**src/design/ipid_pkg.sv**
```systemverilog
`timescale 1ns / 1ps
`default_nettype none
package ipid_pkg;

	// width of the external word fields
	localparam int OUT_W = 32;

	// configuration register map
	localparam int IDX_W = 2;
	typedef enum logic [IDX_W-1:0] {
		REG_KP = 2'd0,
		REG_KI = 2'd1,
		REG_KD = 2'd2,
		REG_NONE = 2'd3
	} reg_idx_t;

	// item mode codes
	localparam logic MODE_RUN   = 1'b0;
	localparam logic MODE_CLEAR = 1'b1;

	// decoupling queue between front and back
	localparam int QDEPTH = 4;
	localparam int QPTR_W = $clog2(QDEPTH);
	localparam int QCNT_W = QPTR_W + 1;

	// queue status seen by the back end and the credit logic
	typedef struct packed {
		logic              head_valid;
		logic [QCNT_W-1:0] count;
	} q_status_t;

endpackage
`default_nettype wire

```
**src/design/ipid_front.sv**
```systemverilog
`timescale 1ns / 1ps
`default_nettype none
module ipid_front #(
	parameter int DW = 32
) (
	input  wire logic                      clk,
	input  wire logic                      arst_n,
	input  wire logic                      cfg_wen,
	input  wire logic [ipid_pkg::IDX_W-1:0] cfg_index,
	input  wire logic [ipid_pkg::OUT_W-1:0] cfg_data,
	input  wire logic                      in_valid,
	output logic                           in_stall,
	input  wire logic                      mode,
	input  wire logic [ipid_pkg::OUT_W-1:0] error_sample,
	input  wire ipid_pkg::q_status_t       q_stat,
	output logic                           push,
	output logic [DW:0]                    push_data
);
	import ipid_pkg::*;

	logic [DW-1:0] kp_q, ki_q, kd_q;
	logic [DW-1:0] a0_q, a1_q, a2_q;
	logic [DW-1:0] nkp, nki, nkd;
	logic          idx_ok;
	logic [DW-1:0] x1_q, x2_q;
	logic [DW-1:0] x_in;
	logic          accept;
	logic [QCNT_W-1:0] occ;
	logic          valid_s1, clr_s1;
	logic [DW-1:0] p0_s1, p1_s1, p2_s1;

	// new gain set as it stands after this write
	always_comb begin
		nkp = kp_q;
		nki = ki_q;
		nkd = kd_q;
		idx_ok = 1'b1;
		case (reg_idx_t'(cfg_index))
			REG_KP: nkp = cfg_data[DW-1:0];
			REG_KI: nki = cfg_data[DW-1:0];
			REG_KD: nkd = cfg_data[DW-1:0];
			default: idx_ok = 1'b0;
		endcase
	end

	// coefficients refreshed with the write, ready for the next word
	always_ff @(posedge clk or negedge arst_n) begin
		if (!arst_n) begin
			kp_q <= '0;
			ki_q <= '0;
			kd_q <= '0;
			a0_q <= '0;
			a1_q <= '0;
			a2_q <= '0;
		end else if (cfg_wen && idx_ok) begin
			kp_q <= nkp;
			ki_q <= nki;
			kd_q <= nkd;
			a0_q <= nkp + nki + nkd;
			a1_q <= DW'(0) - nkp - {nkd[DW-2:0], 1'b0};
			a2_q <= nkd;
		end
	end

	// room in the queue for everything in flight
	assign occ      = q_stat.count + QCNT_W'(valid_s1);
	assign in_stall = (occ >= QCNT_W'(QDEPTH));
	assign accept   = in_valid && !in_stall;
	assign x_in     = error_sample[DW-1:0];

	always_ff @(posedge clk or negedge arst_n) begin
		if (!arst_n) begin
			x1_q     <= '0;
			x2_q     <= '0;
			valid_s1 <= 1'b0;
		end else begin
			valid_s1 <= accept;
			if (accept) begin
				if (mode == MODE_CLEAR) begin
					x1_q <= '0;
					x2_q <= '0;
				end else begin
					x1_q <= x_in;
					x2_q <= x1_q;
				end
			end
		end
	end

	// products, low bits only
	always_ff @(posedge clk) begin
		if (accept) begin
			clr_s1 <= (mode == MODE_CLEAR);
			p0_s1  <= DW'(a0_q * x_in);
			p1_s1  <= DW'(a1_q * x1_q);
			p2_s1  <= DW'(a2_q * x2_q);
		end
	end

	assign push      = valid_s1;
	assign push_data = {clr_s1, p0_s1 + p1_s1 + p2_s1};

endmodule
`default_nettype wire

```
**src/design/ipid_queue.sv**
```systemverilog
`timescale 1ns / 1ps
`default_nettype none
module ipid_queue #(
	parameter int W = 33
) (
	input  wire logic            clk,
	input  wire logic            arst_n,
	input  wire logic            push,
	input  wire logic [W-1:0]    din,
	input  wire logic            pop,
	output logic [W-1:0]         dout,
	output ipid_pkg::q_status_t  stat
);
	import ipid_pkg::*;

	logic [W-1:0]      mem_q [QDEPTH];
	logic [QPTR_W-1:0] wr_q, rd_q;
	logic [QCNT_W-1:0] cnt_q;

	always_ff @(posedge clk or negedge arst_n) begin
		if (!arst_n) begin
			wr_q  <= '0;
			rd_q  <= '0;
			cnt_q <= '0;
		end else begin
			if (push)
				wr_q <= wr_q + QPTR_W'(1);
			if (pop)
				rd_q <= rd_q + QPTR_W'(1);
			cnt_q <= cnt_q + QCNT_W'(push) - QCNT_W'(pop);
		end
	end

	always_ff @(posedge clk) begin
		if (push)
			mem_q[wr_q] <= din;
	end

	assign dout            = mem_q[rd_q];
	assign stat.count      = cnt_q;
	assign stat.head_valid = (cnt_q != '0);

endmodule
`default_nettype wire

```
**src/design/ipid_back.sv**
```systemverilog
`timescale 1ns / 1ps
`default_nettype none
module ipid_back #(
	parameter int DW = 32
) (
	input  wire logic                       clk,
	input  wire logic                       arst_n,
	input  wire ipid_pkg::q_status_t        q_stat,
	input  wire logic [DW:0]                q_dout,
	output logic                            pop,
	output logic                            out_valid,
	input  wire logic                       out_stall,
	output logic [ipid_pkg::OUT_W-1:0]      drive_value
);
	import ipid_pkg::*;

	logic [DW-1:0] last_drive_q, drive_q;
	logic          out_valid_q;
	logic [DW-1:0] y;

	assign pop = q_stat.head_valid && (!out_valid_q || !out_stall);
	assign y   = q_dout[DW] ? '0 : last_drive_q + q_dout[DW-1:0];

	always_ff @(posedge clk or negedge arst_n) begin
		if (!arst_n) begin
			last_drive_q <= '0;
			out_valid_q  <= 1'b0;
		end else if (pop) begin
			last_drive_q <= y;
			out_valid_q  <= 1'b1;
		end else if (!out_stall) begin
			out_valid_q <= 1'b0;
		end
	end

	always_ff @(posedge clk) begin
		if (pop)
			drive_q <= y;
	end

	assign out_valid   = out_valid_q;
	assign drive_value = OUT_W'(signed'(drive_q));

endmodule
`default_nettype wire

```
**src/design/incremental_pid_integer.sv**
```systemverilog
`timescale 1ns / 1ps
`default_nettype none
// channel   valid      stall      payload
// config    cfg_wen    -          cfg_index, cfg_data
// input     in_valid   in_stall   mode, error_sample
// output    out_valid  out_stall  drive_value
//
// one word per cycle sustained while out_stall is low; a word reaches drive_value through the
// product register (loaded at its accepting edge), then the queue, then the output register,
// with a single multiply stage
// reset clears gains, coefficients, error history, last output and all valid state
// the front stalls once the queued words plus the word in its product stage reach four
// an output stall backs up the queue; the front keeps accepting until it fills
module incremental_pid_integer #(
	parameter int DATA_WIDTH = 32
) (
	input  wire logic                       clk,
	input  wire logic                       arst_n,
	input  wire logic                       cfg_wen,
	input  wire logic [ipid_pkg::IDX_W-1:0] cfg_index,
	input  wire logic [ipid_pkg::OUT_W-1:0] cfg_data,
	input  wire logic                       in_valid,
	output logic                            in_stall,
	input  wire logic                       mode,
	input  wire logic [ipid_pkg::OUT_W-1:0] error_sample,
	output logic                            out_valid,
	input  wire logic                       out_stall,
	output logic [ipid_pkg::OUT_W-1:0]      drive_value
);
	import ipid_pkg::*;

	// queue word: clear flag above the summed products
	logic              q_push, q_pop;
	logic [DATA_WIDTH:0] q_din, q_dout;
	q_status_t         q_stat;

	// front: gains, coefficients, error history and the three products
	ipid_front #(.DW(DATA_WIDTH)) u_front (
		.clk          (clk),
		.arst_n       (arst_n),
		.cfg_wen      (cfg_wen),
		.cfg_index    (cfg_index),
		.cfg_data     (cfg_data),
		.in_valid     (in_valid),
		.in_stall     (in_stall),
		.mode         (mode),
		.error_sample (error_sample),
		.q_stat       (q_stat),
		.push         (q_push),
		.push_data    (q_din)
	);

	// short queue so output stalls do not reach the multipliers at once
	ipid_queue #(.W(DATA_WIDTH + 1)) u_queue (
		.clk    (clk),
		.arst_n (arst_n),
		.push   (q_push),
		.din    (q_din),
		.pop    (q_pop),
		.dout   (q_dout),
		.stat   (q_stat)
	);

	// back: running output accumulation and the output register
	ipid_back #(.DW(DATA_WIDTH)) u_back (
		.clk         (clk),
		.arst_n      (arst_n),
		.q_stat      (q_stat),
		.q_dout      (q_dout),
		.pop         (q_pop),
		.out_valid   (out_valid),
		.out_stall   (out_stall),
		.drive_value (drive_value)
	);

	// credit scheme must never overfill the queue
	a_no_overflow: assert property (@(posedge clk) disable iff (!arst_n)
		q_push |-> (q_stat.count < QCNT_W'(QDEPTH) || q_pop))
		else $error("queue push while full");

	a_count_bound: assert property (@(posedge clk) disable iff (!arst_n)
		q_stat.count <= QCNT_W'(QDEPTH))
		else $error("queue count beyond depth");

	// a clear word leaves a zero result
	a_clear_zero: assert property (@(posedge clk) disable iff (!arst_n)
		(q_pop && q_dout[DATA_WIDTH]) |=> (out_valid && drive_value == '0))
		else $error("clear did not give zero");

endmodule
`default_nettype wire
```
**config.mk**
```make
export PLATFORM = sky130hd
export DESIGN_NAME = incremental_pid_integer
export DESIGN_NICKNAME = d
export VERILOG_FILES = /design/src/design/ipid_pkg.sv /design/src/design/ipid_front.sv /design/src/design/ipid_queue.sv /design/src/design/ipid_back.sv /design/src/design/incremental_pid_integer.sv
export SDC_FILE = /design/constraint.sdc
export NUM_CORES = 2
export LEC_CHECK = 0
export BUFFER_PORTS_ARGS = -buffer_cell sky130_fd_sc_hd__buf_2
export CORE_ASPECT_RATIO = 1.25
export CORE_UTILIZATION = 30
export DETAILED_ROUTE_END_ITERATION = 12
export SYNTH_ARGS = -nofsm -noshare
export SYNTH_HDL_FRONTEND = slang
export SYNTH_SLANG_ARGS = --single-unit
```
**constraint.sdc**
```tcl
create_clock -name clk -period 8.63 [get_ports clk]
set_clock_uncertainty 0.1 [all_clocks]
set_input_delay 1.726 -clock clk [delete_from_list [all_inputs] [get_ports clk]]
set_output_delay 1.726 -clock clk [all_outputs]
set_load 0.02 [all_outputs]
```
==> results <==
- For this run, asynchronously set or reset flops after synthesis account for 0.503.
- For this run, global-route usage on met3 was measured as 0.0235.
- After detailed routing, the number of remaining DRC violations is 0.
- The critical path class is reg2reg.
- The number of stages on the worst hold path is 2.
- The aggregate routed wire length is 218 mm.
- After detailed routing, the average wire length per cell comes to approximately 20 µm.
- Once detail routing completed, the nets flagged for antenna violations numbered 0.
- The clock tree from TritonCTS is done.
- The placed wire-length estimate after detailed placement is 176 mm.
- In this run, the number of DRC markers left after iteration 0 of detailed routing was 3401.
- The flow ran to the end, and the final reports show no timing, DRC or antenna violations.
- The first element of the critical path is u_front.kd_q[13].
- CTS built an H-tree with a depth of 3.
- Yosys mapped a number of flops with a built-in enable equal to 261.
- Registers take 14400 µm².
- The post-route worst hold slack is 364 ps.
- The number of placement rows is 204.
- The core area is 247000 µm².
- The number of vias in the routed layout is roughly 53000.
- The startpoint identified for the worst register-to-register timing path is u_front.kd_q[13].
- The die span in y is 559 µm.
- Following the worst setup path forward leads to its endpoint at u_front.p2_s1[30].
- Synthesis produced a netlist whose cell count is 7677.
- The initial standard-cell utilization of the core is 0.302.
- The global routing stage identified its most utilized layer as met2.
- The clock reaches the later pin of the worst-skew pair after 690 ps.
- The cell type with the highest occurrence count on the critical path is fa_1.
- The multi-input gate area in the final layout is around 54000 µm².
- The leading register cell type out of synthesis is dfrtp_1.
- Post-CTS timing repair inserted 0 buffers for setup.
- Clock-pin slew was measured on the worst setup and hold paths at 60 ps.
- For this design, the sink count on the clock tree is 525.
- The worst-path maximum fanout is 11.
- After synthesis the cells add up to roughly 75000 µm².
- At the pin with the least slew margin, the transition time is roughly 1200 ps.
- After clock tree synthesis, the flow added hold-fix buffers numbering 0.
- The synthesized netlist net count is 9567.
- The number of cells on the worst reg-to-reg path is 22.
- After the last flow step, the layout net total stands at 9535.
- Setup repair after global routing left no endpoint under its margin.
- For this design the top-level I/O count stands at 106.
- The worst hold path begins at u_front.ki_q[29].
- The congestion estimate from routability-driven global placement came to roughly 0.9.
- The most common cell after layout, fill and taps aside is inv_1.
- The synthesis warning total is 0.
- The number of clock buffers added by TritonCTS is 66.
- The pin count of the biggest net entering global routing is 228.
- Gates resized during post-CTS repair numbered 0.
- The critical path goes through nand2_1, fa_1, fa_1, inv_1, fa_1, inv_1, fa_1, fa_1, fa_1, inv_1, fa_1, fa_1, ha_1, and3_1, a221oi_2, nand3_1, or3_1, o211a_1, o31ai_2, nand2b_1, a31oi_1, xnor2_1.
- Once layout is complete, the utilization of the core stands at 0.330.
- The max-cap check violation count is 0.
- The first detailed-routing pass ran for 6 iterations.
- The capture instance of the worst register-to-register path is u_front.p2_s1[30].
- The largest stage delay on the critical path is 820 ps.
- For this run, the top clock speed supported by timing is 120 MHz.
- The final-report hold violation count is 0.
- Leaving out fill and tap cells, the most frequent cells in the layout are inv_1 (1329), fa_1 (1290), nand2_1 (1172).
- The root buffer cell chosen for the clock tree is clkbuf_16.
- The count of state elements after synthesis is 525.
- The count of unique library cells instantiated by Yosys is 79.
- For this run, global-route usage on met2 was measured as 0.298.
- The min-delay analysis places its worst path in the category reg2reg.
- In this run the tool buffered the top-level ports with roughly 110 buffer cells.
- Summed over all layers, the global routing overflow is 0.
- Relative to the synthesized area, the layout overhead comes to 9.32%.
- STA classifies the critical path endpoint as a register.
- Setup violations remaining at the end of the flow were counted as 0.
- Fill cells in the final layout number 25535.
- In this run the register-to-register setup slack is 320 ps.
- Data arrives at the worst endpoint at between 8000 and 9000 ps.
- After the flow finishes, the layout carries non-filler instances totaling ~11000.
- The number of max-slew violations in the final report is 0.
- The master of the slowest instance on the critical path is dfrtp_1.
- The data required time of the critical path is 8930 ps.
- The number of placed instances, taps included, is 10873.
- Measured against its own limit, the worst slew margin works out to 0.175.
- Once placement finished, the instance area stood at approximately 79000 µm².
- After synthesis, the mean cell area works out to 9.71 µm².
- The number of global-route vias before repair is 57944.
- The proportion of synthesized chip area in sequential cells is 0.194.
- In the final layout, the share of cells above drive strength 1 is 0.0629.
- Of the available clock period, the critical path in the final layout requires 0.963.
- The first global-routing pass estimated 341 mm of wire.
- The die outline width is about 450 µm.
- The worst path in the final design needs a cycle of 8310 ps, including I/O delays and setup.
- Once layout is done, the placed cells without fillers occupy 81500 µm².
- The type of element launching the critical path is a register.
- The worst-case clock buffer depth is 3.
- Across every metal layer, demand over resource in global routing totals 0.177.
- In the routed layout, each cell is associated on average with a via count of around 4.8.
- For this run, global-route usage on met1 was measured as 0.221.
- The number of antenna violations at the first check in global routing was 10.
- The area of the die is 251000 µm².
## synthesized netlist by cell type, drive strengths merged, types with 18 or more instances
library cell / n / area (µm²)
nor2b: 18 / 113
nand2: 1174 / 4410
dfrtp: 264 / 6610
xor2: 105 / 920
xnor2: 256 / 2240
fa: 1290 / 25800
nor2: 130 / 488
o21bai: 25 / 188
inv: 1330 / 4990
a21o: 81 / 609
edfxtp: 261 / 7840
o21a: 41 / 309
a211oi: 23 / 173
a21oi: 154 / 782
nand3: 36 / 180
nand2b: 87 / 544
nor3: 36 / 180
o211ai: 19 / 143
mux2i: 69 / 691
ha: 528 / 6610
mux2: 38 / 428
o21ai: 273 / 1370
clkbuf: 368 / 1380
and2: 820 / 5130
mux4: 33 / 743
o31ai: 44 / 345
## flip-flops by register name, summed over array words and instances, names as in the netlist
signal / count
u_front.kp_q: 31
u_front.clr_s1: 1
u_front.p0_s1: 32
u_front.p2_s1: 32
u_front.p1_s1: 32
u_front.push: 1
u_front.x2_q: 32
u_back.last_drive_q: 32
u_queue.rd_q: 2
u_queue.wr_q: 2
u_front.a0_q: 32
u_front.ki_q: 32
u_queue.mem_q: 132
u_front.x1_q: 32
u_back.out_valid: 1
u_front.kd_q: 32
u_back.drive_value: 32
u_queue.cnt_q: 3
u_front.a1_q: 32
## worst max-delay path: cells and delay by family (launching register included)
family          cells  cell delay [ps]
buf+inv             3              150
xor+xnor            1              170
fa+ha+maj           9             4380
compound gates      4             1270
flops               1              820
simple gates        5             1110
## stage by stage
stage	TNS, ps	worst slack (ps)
2_1_floorplan	0	96.2
3_3_place_gp	-58.9	-32.4
3_5_place_dp	0	13.6
4_1_cts	0	362
5_1_grt	0	1.12
6_report	0	319
## per-layer routing
layer / part of all wire / wire length (µm)
met1: 0.41 / 89100
met2: 0.49 / 106000
met3: 0.048 / 10400
met4: 0.056 / 12200
met5: 0.00043 / 93
## layout make-up
type,count,share of cell area
clock buffers,84,0.0218
multi-input cells,5439,0.659
well taps,3296,0.0506
inverters,1330,0.0613
clock inverters,33,0.00595
repair buffers,283,0.0239
flip-flops and latches,525,0.177
diodes,6,0.000184
## worst min-delay path by stage
stage	to	slack, ps
2_1_floorplan	u_front.ki_q[21]	340
3_3_place_gp	u_front.ki_q[11]	350
3_5_place_dp	u_front.ki_q[29]	360
4_1_cts	u_front.ki_q[29]	370
5_1_grt	u_front.ki_q[2]	380
6_report	u_front.ki_q[29]	360
## kinds of logic after synthesis
logic type,Yosys count,synth area share
adder cells (fa/ha/maj),1818,0.435
XOR/XNOR,361,0.0424
AND/OR/NAND/NOR,2370,0.154
buffers and inverters,1713,0.0862
multiplexers,140,0.0250
AO/OA/AOI/OAI,750,0.0635
flip-flops,525,0.194
Power is not shown: default switching activity piles up to over one toggle a cycle in this logic, so the estimate is an artifact.
